`config.mk`:
```
export PLATFORM = sky130hd
export DESIGN_NAME = dbq_coef_regs
export DESIGN_NICKNAME = d
export VERILOG_FILES = /design/src/hdl/dbq_pkg.sv /design/src/hdl/dbq_coef_regs.sv
export SDC_FILE = /design/constraint.sdc
export NUM_CORES = 1
export LEC_CHECK = 0
export BUFFER_PORTS_ARGS = -buffer_cell sky130_fd_sc_hd__buf_2
export CAP_MARGIN = 10
export CORE_MARGIN = 2
export CORE_UTILIZATION = 25
export DETAILED_ROUTE_END_ITERATION = 7
export PLACE_DENSITY = 0.51
export SETUP_SLACK_MARGIN = 0.4
export SLEW_MARGIN = 20
export SYNTH_ARGS = -nofsm -noshare
export SYNTH_HDL_FRONTEND = slang
export SYNTH_SLANG_ARGS = --single-unit
```
`constraint.sdc`:
```
create_clock -name clk -period 1.2 [get_ports clk]
set_input_delay 0.12 -clock clk [delete_from_list [all_inputs] [get_ports clk]]
set_output_delay 0.12 -clock clk [all_outputs]
set_load 0.05 [all_outputs]
```
`src/hdl/dbq_pkg.sv`:
```
package dbq_pkg;

	localparam int SAMPLE_WIDTH   = 24;
	localparam int COEF_WIDTH     = 32;
	localparam int COEF_FRAC_BITS = 28;
	localparam int NUM_REGS       = 8;
	localparam int REG_IDX_W      = $clog2(NUM_REGS);

	// exact product, and the sum of five of them with headroom
	localparam int PROD_W = SAMPLE_WIDTH + COEF_WIDTH;
	localparam int ACC_W  = PROD_W + 3;
	localparam int RND_W  = ACC_W - COEF_FRAC_BITS;

	localparam logic signed [ACC_W-1:0] ROUND_HALF =
		ACC_W'(64'd1 << (COEF_FRAC_BITS - 1));
	localparam logic signed [RND_W-1:0] SAMPLE_MAX =
		RND_W'((64'd1 << (SAMPLE_WIDTH - 1)) - 64'd1);
	localparam logic signed [RND_W-1:0] SAMPLE_MIN = -SAMPLE_MAX - RND_W'(1);

	typedef logic signed [SAMPLE_WIDTH-1:0] sample_t;
	typedef logic signed [COEF_WIDTH-1:0]   coef_t;

	typedef enum logic [REG_IDX_W-1:0] {
		REG_LOWPASS_B0  = 3'd0,
		REG_LOWPASS_B1  = 3'd1,
		REG_LOWPASS_B2  = 3'd2,
		REG_HIGHPASS_B0 = 3'd3,
		REG_HIGHPASS_B1 = 3'd4,
		REG_HIGHPASS_B2 = 3'd5,
		REG_FEEDBACK_A1 = 3'd6,
		REG_FEEDBACK_A2 = 3'd7
	} reg_idx_t;

	typedef struct packed {
		coef_t b0;
		coef_t b1;
		coef_t b2;
	} ff_coef_t;

	typedef struct packed {
		coef_t a1;
		coef_t a2;
	} fb_coef_t;

	typedef struct packed {
		ff_coef_t lowpass;
		ff_coef_t highpass;
		fb_coef_t feedback;
	} coef_set_t;

	// pipeline control handed to each lane
	typedef struct packed {
		logic load_s1;
		logic load_s2;
		logic clear;
	} lane_ctrl_t;

endpackage

```
`src/hdl/dbq_coef_regs.sv`:
```
module dbq_coef_regs import dbq_pkg::*; (
	input  logic                 clk,
	input  logic                 arst_n,
	input  logic                 cfg_we,
	input  logic [REG_IDX_W-1:0] cfg_index,
	input  logic [COEF_WIDTH-1:0] cfg_data,
	output coef_set_t            coefs
);

	coef_set_t coefs_q;

	always_ff @(posedge clk or negedge arst_n) begin
		if (!arst_n) begin
			coefs_q <= '0;
		end else if (cfg_we) begin
			case (reg_idx_t'(cfg_index))
				REG_LOWPASS_B0:  coefs_q.lowpass.b0  <= coef_t'(cfg_data);
				REG_LOWPASS_B1:  coefs_q.lowpass.b1  <= coef_t'(cfg_data);
				REG_LOWPASS_B2:  coefs_q.lowpass.b2  <= coef_t'(cfg_data);
				REG_HIGHPASS_B0: coefs_q.highpass.b0 <= coef_t'(cfg_data);
				REG_HIGHPASS_B1: coefs_q.highpass.b1 <= coef_t'(cfg_data);
				REG_HIGHPASS_B2: coefs_q.highpass.b2 <= coef_t'(cfg_data);
				REG_FEEDBACK_A1: coefs_q.feedback.a1 <= coef_t'(cfg_data);
				REG_FEEDBACK_A2: coefs_q.feedback.a2 <= coef_t'(cfg_data);
				default: ;
			endcase
		end
	end

	assign coefs = coefs_q;

endmodule

```
==> results of run 1 <==
==> metrics by stage <==
step	worst slack, ns	cell area (µm²)
after floorplan	-0.0872	10100
after global placement	-0.265	12300
after detailed placement	-0.269	12300
after CTS	-0.0909	16000
final	-0.0617	16800
after global routing	-0.0981	16800
==> layer usage <==
layer  part of all wire, %  routed length (µm)
met3                   7.2                2230
met4                   2.1                 639
met1                    42               13000
met5                     0                   0
met2                    48               14800
==> timing repair <==
item,4_1_cts,5_1_grt
gates cloned,4,2
setup buffers,70,40
resized for setup,544,121
hold endpoints to repair,512,0
hold buffers,33,0
pin swaps,2,3
endpoints found under the setup margin,413,409
==> logic make-up (layout without fill, tap and decap cells) <==
group | Yosys count | after routing | synth area share (%)
and+or+nand+nor | 8 | 8 | 0.923
muxes | 256 | 256 | 30.0
DFF | 256 | 256 | 66.6
buffers and inverters | 31 | 524 | 2.52
==> how the worst min path moves through the flow <==
| stage | from | end | slack, ns |
|---|---|---|---|
| 2_1_floorplan | arst_n | coefs[0] | -0.18 |
| 3_3_place_gp | arst_n | coefs[91] | 0.02 |
| 3_5_place_dp | arst_n | coefs[91] | 0.02 |
| 4_1_cts | arst_n | coefs[218] | 0.02 |
| 5_1_grt | arst_n | coefs[124] | 0.05 |
| 6_report | arst_n | coefs[124] | 0.05 |
==> Yosys cell counts (all sizes together) <==
| cell type | number | area, µm² |
|---|---|---|
| nor4bb | 2 | 20.0 |
| nand4 | 1 | 6.26 |
| buf | 31 | 243 |
| dfrtp | 256 | 6410 |
| nand4b | 3 | 26.3 |
| and4bb | 1 | 12.5 |
| mux2 | 256 | 2880 |
| nor4b | 1 | 23.8 |
==> power groups by stage <==
stage	Sequential (mW)	Combinational (mW)	Clock [mW]
final	12.1	16.4	8.93
after global routing	12.3	17.0	9.58
after CTS	12.0	15.4	9.21
after floorplan	18.4	2.23	0
after detailed placement	11.7	12.2	0
after global placement	11.6	12.1	0
==> final cells by class <==
cell class | instances | area share (%)
Sequential cell | 256 | 38.1
Timing Repair Buffer | 472 | 31.6
Multi-Input combinational cell | 264 | 20.7
Clock buffer | 46 | 5.06
Tap cell | 511 | 3.80
Clock inverter | 6 | 0.640
==> results.md, run 1 <==
* Status: complete, but fails checks
* Violated checks: setup timing
* Die Area at 40100 µm²
* Vias in the first global route at 7124
* Power, Total at 37.4 mW
* Max FO, Critical Path at 2
* Register area share after synthesis at 66.6%
* Max_cap viols at 0
* Clk network pwr share at 23.8%
* Setup slack on the worst flop-to-flop path at 0.18 ns
* Initial antenna violation count at 0
* Slowest-stage cell, CP: dfrtp_1
* Reg2Reg Depth at 3
* Worst skew pair latency at 0.54 ns
* Clk_skew at 0 ns
* Clk slew on worst S/H paths at 0.07 ns
* RSZ-0062 raised after global routing: true
* Hold WS at 0.0451 ns
* Via count at 6555
* # diodes at 0
* TritonCTS Buffers at 28
* Synth cell types at 10
* GRT busiest layer: met2
* Sw power at 14.3 mW
* Max reg flops at 256
* Routing usage on met2 at 24.7%
* Startpoint type of the worst setup path: flip-flop
* Cells after DPL at 1354
* Synthesized Nets at 589
* Number of detailed-route iterations in the first pass at 4
* Most common cell after layout, fill and taps aside: buf_6
* Crit path from: coefs[172]
* Setup ws final at -0.0617 ns
* Pin count of the biggest net entering global routing at 57
* Initial core utilization at 25.5%
* DPL Wire Length at 18300 µm
* Vias per std cell at 4.22
* Max VDD drop at 1.27 mV
* Post-DRT Antenna Nets at 0
* Delay-heaviest family, CP: flip-flops
* Core Area at 37800 µm²
* Final setup fails at 253
* Register area at 6410 µm²
* Mean Syn Cell Area at 17.5 µm²
* Multi-input logic area at 3490 µm²
* Buf+Inv Stages, Crit Path at 1
* Ports at 294
* Non-filler cells, final at 1555
* H-tree lvl count at 1
* Commonest non-fill, non-tap cells in the layout: buf_6 (354), dfrtp_1 (254), mux2_4 (128)
* Rows at 71
* Final Hold Fails at 0
* Total grt overflow at 0
* Share of layout cells above drive strength 1 at 71.0%
* Worst setup path end: coefs[172]
* GPL Wtd Cong at 0.712
* Sw frac at 38.2%
* WL final at 30700 µm
* Area Growth Syn to Fin at 74.7%
* Final Max Tran Viols at 0
* Initial DRC Count at 172
* R2r endpoint: coefs[203]
* Minimum clock period at 1.26 ns
* Core Util, Final at 44.5%
* YS warnings at 0
* Die height at 200 µm
* Setup_tns at -5.21 ns
* Fmax at 793 MHz
* CP Data Required Time at 1.08 ns
* Layout net count at 1060
* Crit-path max cell delay at 0.42 ns
* Pleak at 7.89 nW
* Tightest Pin Transition at 0.299 ns
* P_int at 23.1 mW
* CTS tree: yes
* Clock buffer depth at 3
* Met1 Usage GRT at 18.5%
* Grt met3 use at 4.59%
* Logic pwr share at 43.8%
* Cells after Synth at 551
* Cell depth of the worst setup path at 1
* Max-slew headroom at 80.0%
* Fillers at 3293
* Global-route wire length before repair at 46200 µm
* # DRC at 0
* Hold WC Path Type: in2async
* Tcrit/Tclk final at 105%
* CTS sink cnt at 256
* Number of port buffers at 293
* Launch point of the worst reg-to-reg path: coefs[203]
* Setup CP Type: reg2out
* Reg power frac at 32.4%
* Post-Syn Area at 9620 µm²
* Worst EP arrival at 1.14 ns
* DR WL/cell at 19.7 µm
* FF+latch count, synth at 256
* Root buf cell: clkbuf_16
* Crit path cell chain: buf_6
* Total Routing Usage GR at 14.8%
* Die Span X at 200 µm
* CP endpoint kind: primary output
* Power Dens Cells at 2230 nW/µm²
No activity file was read; power rests on OpenSTA's default activity.
==> inputs of run 2 (changes only) <==
--- a/config.mk
+++ b/config.mk
@@ -7,10 +7,9 @@
 export LEC_CHECK = 0
 export BUFFER_PORTS_ARGS = -buffer_cell sky130_fd_sc_hd__buf_2
 export CAP_MARGIN = 10
-export CORE_MARGIN = 2
 export CORE_UTILIZATION = 25
 export DETAILED_ROUTE_END_ITERATION = 7
-export PLACE_DENSITY = 0.51
+export PLACE_DENSITY = 0.52
 export SETUP_SLACK_MARGIN = 0.4
 export SLEW_MARGIN = 20
 export SYNTH_ARGS = -nofsm -noshare
==> constraint.sdc (replaced) <==
create_clock -name clk -period 1.07 [get_ports clk]
set_input_delay 0.107 -clock clk [delete_from_list [all_inputs] [get_ports clk]]
set_output_delay 0.107 -clock clk [all_outputs]
set_load 0.05 [all_outputs]
==> run 2 against run 1 <==
  * The flow still finishes with violations (setup timing)
  * Core utilization is 1.7 points higher
  * Worst hold slack improved by 0.017 ns
  * Wire length up 11%
  * Setup slack worse by 0.12 ns
  * Via count is essentially flat
  * Clock power increased by 11%
  * Non-clock buffer count fell by 13
  * Power is 14% higher
  * Sequential power grew 16%
  * Clock skew did not move
  * Largest power group unchanged
  * Highest routed layer unchanged
==> results.md, run 2 (synthesis results as in run 1) <==
* Max reg flops at 256 (unchanged)
* Worst EP arrival at 1.14 ns (about the same)
* Worst skew pair latency at 0.54 ns (about the same)
* H-tree lvl count at 1 (unchanged)
* Placed Area at 12600 µm² (was 12300 µm²)
* Tcrit/Tclk final at 117%
* Minimum clock period at 1.25 ns
* Delay-heaviest family, CP: flip-flops (unchanged)
* Final Hold Fails at 0 (unchanged)
* Setup CP Type: reg2out (unchanged)
* Clock buffer depth at 3 (unchanged)
* Max VDD drop at 1.78 mV (was 1.27 mV)
* Initial antenna violation count at 0 (unchanged)
* Number of port buffers at 293 (unchanged)
* Initial DRC Count at 143 (was 172)
* Die Span X at 198 µm (was 200 µm)
* Die height at 198 µm (was 200 µm)
* Fmax at 800 MHz
* Buf+Inv Stages, Crit Path at 1 (unchanged)
* Design Area, Final at 17500 µm² (was 16800 µm²)
* Core Util, Final at 46.2% (was 44.5%)
* DR WL/cell at 22.2 µm (was 19.7 µm)
* Tightest Pin Transition at 0.307 ns (was 0.299 ns)
* Pin count of the biggest net entering global routing at 40 (was 57)
* # diodes at 0 (unchanged)
* Launch point of the worst reg-to-reg path: coefs[111] (was coefs[203])
* Final Max Tran Viols at 0 (unchanged)
* Crit-path max cell delay at 0.43 ns (was 0.42 ns)
* Power Dens Cells at 2440 nW/µm² (was 2230 nW/µm²)
* Violated checks: setup timing (unchanged)
* Initial core utilization at 25.5% (unchanged)
* Clk slew on worst S/H paths at 0.06 ns (was 0.07 ns)
* Root buf cell: clkbuf_16 (unchanged)
* Setup ws final at -0.180 ns (was -0.0617 ns)
* Core Area at 37800 µm² (unchanged)
* Share of layout cells above drive strength 1 at 92.9% (was 71.0%)
* Final setup fails at 256 (was 253)
* Via count at 6561 (was 6555)
* Slowest-stage cell, CP: dfrtp_2 (was dfrtp_1)
* Number of detailed-route iterations in the first pass at 4 (unchanged)
* WL final at 34200 µm (was 30700 µm)
* Fillers at 3222 (was 3293)
* RSZ-0062 raised after global routing: true (unchanged)
* Max-slew headroom at 79.5% (was 80.0%)
* Commonest non-fill, non-tap cells in the layout: buf_6 (304), dfrtp_2 (228), mux2_4 (211) (was buf_6 (354), dfrtp_1 (254), mux2_4 (128))
* Reg2Reg Depth at 3 (unchanged)
* Layout net count at 1048 (was 1060)
* Vias in the first global route at 6982 (was 7124)
* Max FO, Critical Path at 2 (unchanged)
* GPL Wtd Cong at 0.733 (was 0.712)
* # DRC at 0 (unchanged)
* Vias per std cell at 4.25 (was 4.22)
* Pleak at 8.05 nW (was 7.89 nW)
* Power, Total at 42.6 mW (was 37.4 mW)
* CTS tree: yes (unchanged)
* Status: complete, but fails checks (unchanged)
* Max_cap viols at 0 (unchanged)
* Setup slack on the worst flop-to-flop path at 0.04 ns (was 0.18 ns)
* Total grt overflow at 0 (unchanged)
* R2r endpoint: coefs[111] (was coefs[203])
* Total Routing Usage GR at 15.4% (was 14.8%)
* Hold WC Path Type: in2async (unchanged)
* DPL Wire Length at 18400 µm (was 18300 µm)
* CP Data Required Time at 0.96 ns (was 1.08 ns)
* Post-DRT Antenna Nets at 0 (unchanged)
* Crit path cell chain: buf_6 (unchanged)
* Global-route wire length before repair at 45600 µm (was 46200 µm)
* CP endpoint kind: primary output (unchanged)
* CTS sink cnt at 256 (unchanged)
* Ports at 294 (unchanged)
* Die Area at 39300 µm² (was 40100 µm²)
* Area Growth Syn to Fin at 81.5% (was 74.7%)
* Clk_skew at 0 ns (unchanged)
* Startpoint type of the worst setup path: flip-flop (unchanged)
* TritonCTS Buffers at 29 (was 28)
* Most common cell after layout, fill and taps aside: buf_6 (unchanged)
* Rows at 71 (unchanged)
==> run 2: cell count changes in the layout (fill, tap and decap cells not counted), sizes merged <==
cell / before / now
buf: 437 / 418
clkinv: 2 / 7
clkinvlp: 1 / 2
==> run 2: timing repair <==
action	in CTS	in global routing
setup buffers	45	42
setup endpoints to repair	512	588
pin swaps	2	5
gates cloned	6	8
hold buffers	33	0
gates resized for setup	583	182
endpoints found under the hold margin	512	0
==> run 2: cell type report <==
class / instances / area (µm²) / area share, %
multi-input combinational: 264 / 3800 / 21.7
sequential: 256 / 6690 / 38.3
tap: 511 / 639 / 3.66
clock buffer: 40 / 797 / 4.56
clock inverter: 12 / 140 / 0.803
timing repair buffer: 459 / 5400 / 30.9
==> run 2: report_power, final <==
part / internal, mW / switching (mW)
registers: 12.2 / 1.80
logic: 8.23 / 10.4
clock network: 5.90 / 4.05
total: 26.3 / 16.3
==> run 2: worst max-delay path by stage <==
| stage | to | slack (ns) | cells after the start | start |
|---|---|---|---|---|
| 4_1_cts | coefs[194] | -0.22 | 1 | coefs[194] |
| 3_3_place_gp | coefs[242] | -0.48 | 5 | cfg_index[1] |
| 5_1_grt | coefs[111] | -0.22 | 1 | coefs[111] |
| 3_5_place_dp | coefs[247] | -0.49 | 5 | cfg_index[1] |
| 2_1_floorplan | coefs[229] | -0.20 | 4 | cfg_index[1] |
| 6_report | coefs[194] | -0.18 | 1 | coefs[194] |
==> run 2: through the flow <==
stage          setup WS, ns  TNS, ns  instances  hold slack [ns]
3_5_place_dp         -0.489   -87.59       1356           0.0522
2_1_floorplan        -0.204   -25.73        551           -0.189
5_1_grt              -0.223   -50.45       1542           0.0518
4_1_cts              -0.222   -47.42       1492           0.0554
3_3_place_gp         -0.481   -86.90       1356           0.0491
6_report             -0.180   -39.11       1542           0.0624
==> run 2: per-layer routing <==
| metal | vias up | share of wire, % | global-route usage [%] |
|---|---|---|---|
| li1 | 2871 | - | - |
| met1 | 3436 | 42 | 18.9 |
| met2 | 205 | 50 | 26.3 |
| met3 | 49 | 6.2 | 4.77 |
| met4 | 0 | 2.3 | 3.82 |
| met5 | - | 0 | 0 |
==> inputs of run 3 (changes only) <==
--- a/config.mk
+++ b/config.mk
@@ -7,9 +7,9 @@
 export LEC_CHECK = 0
 export BUFFER_PORTS_ARGS = -buffer_cell sky130_fd_sc_hd__buf_2
 export CAP_MARGIN = 10
-export CORE_UTILIZATION = 25
+export CORE_UTILIZATION = 46
 export DETAILED_ROUTE_END_ITERATION = 7
-export PLACE_DENSITY = 0.52
+export PLACE_DENSITY = 0.82
 export SETUP_SLACK_MARGIN = 0.4
 export SLEW_MARGIN = 20
 export SYNTH_ARGS = -nofsm -noshare
==> run 3 against run 2 <==
  * The run ends with hold timing, setup timing left
  * Critical path depth is the same
  * Register-to-register slack got worse by 0.06 ns
  * Core utilization is 40 points higher
  * Critical endpoint is now coefs[231]
==> results.md, run 3 (synthesis results as in run 1) <==
* Buf+Inv Stages, Crit Path at 1 (unchanged)
* Power Dens Cells at 2580 nW/µm² (was 2440 nW/µm²)
* Launch point of the worst reg-to-reg path: coefs[111] (unchanged)
* Worst EP arrival at 1.17 ns (was 1.14 ns)
* GPL Wtd Cong at 0.785 (was 0.733)
* Max FO, Critical Path at 2 (unchanged)
* Status: complete, but fails checks (unchanged)
* Setup_tns at -37.99 ns (was -39.11 ns)
* TritonCTS Buffers at 28 (was 29)
* Pleak at 8.29 nW (was 8.05 nW)
* # DRC at 0 (unchanged)
* Setup CP Type: reg2out (unchanged)
* Max_cap viols at 0 (unchanged)
* Root buf cell: clkbuf_16 (unchanged)
* Vias per std cell at 5.48 (was 4.25)
* Most common cell after layout, fill and taps aside: buf_6 (unchanged)
* Total grt overflow at 0 (unchanged)
* H-tree lvl count at 1 (unchanged)
* Post-DRT Antenna Nets at 0 (unchanged)
* Minimum clock period at 1.28 ns (was 1.25 ns)
* Sw frac at 38.9% (was 38.2%)
* Via count at 7283 (was 6561)
* Number of port buffers at 293 (unchanged)
* Violated checks: hold timing, setup timing (was setup timing)
* WL final at 40000 µm (was 34200 µm)
* Hold WC Path Type: in2reg (was in2async)
* CP Data Required Time at 0.96 ns (about the same)
* Setup ws final at -0.210 ns (was -0.180 ns)
* Hold Buf Count CTS at 23 (was 33)
* Reg2Reg Depth at 3 (unchanged)
* P_int at 27.7 mW (was 26.3 mW)
* Reg power frac at 31.9% (was 32.9%)
* CTS sink cnt at 256 (unchanged)
* Initial DRC Count at 350 (was 143)
* Worst skew pair latency at 0.53 ns (was 0.54 ns)
* Clock buffer depth at 3 (unchanged)
* Final setup fails at 259 (was 256)
* Delay-heaviest family, CP: flip-flops (unchanged)
* Startpoint type of the worst setup path: flip-flop (unchanged)
* Hold depth at 2
* WHS Endpoint: coefs[175]
* Hold WS at -0.0335 ns (was 0.0624 ns)
* Pin count of the biggest net entering global routing at 73 (was 40)
* CTS tree: yes (unchanged)
* Tightest Pin Transition at 0.378 ns (was 0.307 ns)
* Setup slack on the worst flop-to-flop path at -0.02 ns (was 0.04 ns)
* Die Area at 21500 µm² (was 39300 µm²)
* Met3 WL at 2420 µm (was 2140 µm)
* Clk_skew at 0 ns (unchanged)
* Ports at 294 (unchanged)
* Clk slew on worst S/H paths at 0.07 ns (was 0.06 ns)
* Die Span X at 147 µm (was 198 µm)
* Design Area, Final at 17600 µm² (was 17500 µm²)
* Rows at 52 (was 71)
* R2r endpoint: coefs[111] (unchanged)
* Clk network pwr share at 23.5% (was 23.4%)
* Max reg flops at 256 (unchanged)
* Die height at 147 µm (was 198 µm)
* Commonest non-fill, non-tap cells in the layout: buf_6 (336), dfrtp_2 (228), mux2_4 (215) (was buf_6 (304), dfrtp_2 (228), mux2_4 (211))
* RSZ-0062 raised after global routing: true (unchanged)
* Share of layout cells above drive strength 1 at 94.4% (was 92.9%)
* Max-slew headroom at 74.8% (was 79.5%)
* Area Growth Syn to Fin at 82.6% (was 81.5%)
* Max VDD drop at 2.34 mV (was 1.78 mV)
* Logic pwr share at 44.6% (was 43.8%)
* Core Area at 20400 µm² (was 37800 µm²)
* Final Hold Fails at 34 (was 0)
* Final Max Tran Viols at 0 (unchanged)
* Vias in the first global route at 7774 (was 6982)
* Number of detailed-route iterations in the first pass at 4 (unchanged)
* Initial antenna violation count at 0 (unchanged)
* Layout net count at 1075 (was 1048)
* DR WL/cell at 30.1 µm (was 22.2 µm)
* Initial core utilization at 47.2% (was 25.5%)
* Total Routing Usage GR at 30.7% (was 15.4%)
* Tcrit/Tclk final at 120% (was 117%)
* Startpoint of the worst hold path: cfg_data[15]
* Slowest-stage cell, CP: dfrtp_1 (was dfrtp_2)
* Crit-path max cell delay at 0.45 ns (was 0.43 ns)
* Top layer in use: met4 (unchanged)
* Fmax at 781 MHz (was 800 MHz)
* DPL Wire Length at 16700 µm (was 18400 µm)
* Placed Area at 12300 µm² (was 12600 µm²)
* Crit path cell chain: buf_6 (unchanged)
* Global-route wire length before repair at 49100 µm (was 45600 µm)
* # diodes at 0 (unchanged)
* CP endpoint kind: primary output (unchanged)
* Fillers at 784 (was 3222)
* Met2 wire length at 21200 µm (was 17000 µm)
* WL met1 at 14200 µm (was 14300 µm)
* Sw power at 17.6 mW (was 16.3 mW)
run 3: cell types whose count changed in the layout (fill, tap and decap cells not counted), sizes merged:
cell,previous run,this run
dlygate4sd3,33,23
buf,418,462
clkbuf,48,43
clkinv,7,3
bufinv,3,4
inv,0,2
run 3: through the flow:
stage               hold slack [ns]  setup slack [ns]  power, mW  cells  util (%)
global placement            -0.0622            -0.360       26.7   1112      60.4
CTS                         -0.0667            -0.169       41.7   1248      78.6
global route                -0.0351            -0.220       46.3   1329      86.3
floorplan                    -0.189            -0.204       23.5    551         -
finish                      -0.0335            -0.210       45.3   1329      86.3
detailed placement          -0.0643            -0.404       27.0   1112      60.4
run 3: per-layer routing:
metal,track usage [%],vias up
li1,-,2915
met1,35.1,3830
met2,55.0,404
met3,6.59,134
met4,13.3,0
met5,0,-
run 3: worst max-delay path by stage:
stage,slack [ns],depth (start not counted),endpoint,startpoint
after floorplan,-0.20,4,coefs[229],cfg_index[1]
after global placement,-0.36,4,coefs[98],cfg_index[2]
after detailed placement,-0.40,4,coefs[99],cfg_index[0]
after CTS,-0.17,1,coefs[185],coefs[185]
after global routing,-0.22,1,coefs[231],coefs[231]
final,-0.21,1,coefs[231],coefs[231]
run 3: repair_timing:
action | 4_1_cts | 5_1_grt
gates cloned | 7 | 2
hold endpoints to repair | 512 | 57
resized for setup | 583 | 234
buffers inserted | 54 | 79
endpoints found under the setup margin | 512 | 581
pin swaps | 3 | 4
run 3: power by group through the flow:
stage	Clock [mW]	Combinational [mW]	Sequential, mW
detailed placement	0	13.6	13.4
floorplan	0	2.49	21.1
global route	11.1	20.6	14.6
finish	10.6	20.2	14.5
CTS	10.5	17.4	13.9
global placement	0	13.4	13.3
run 3: area by class of cell:
cell class	instances	area [µm²]	share of cell area (%)
tap	270	338	1.92
timing repair buffer	487	5710	32.5
sequential	256	6690	38.1
multi-input combinational	264	3810	21.7
clock buffer	41	851	4.84
clock inverter	11	168	0.954
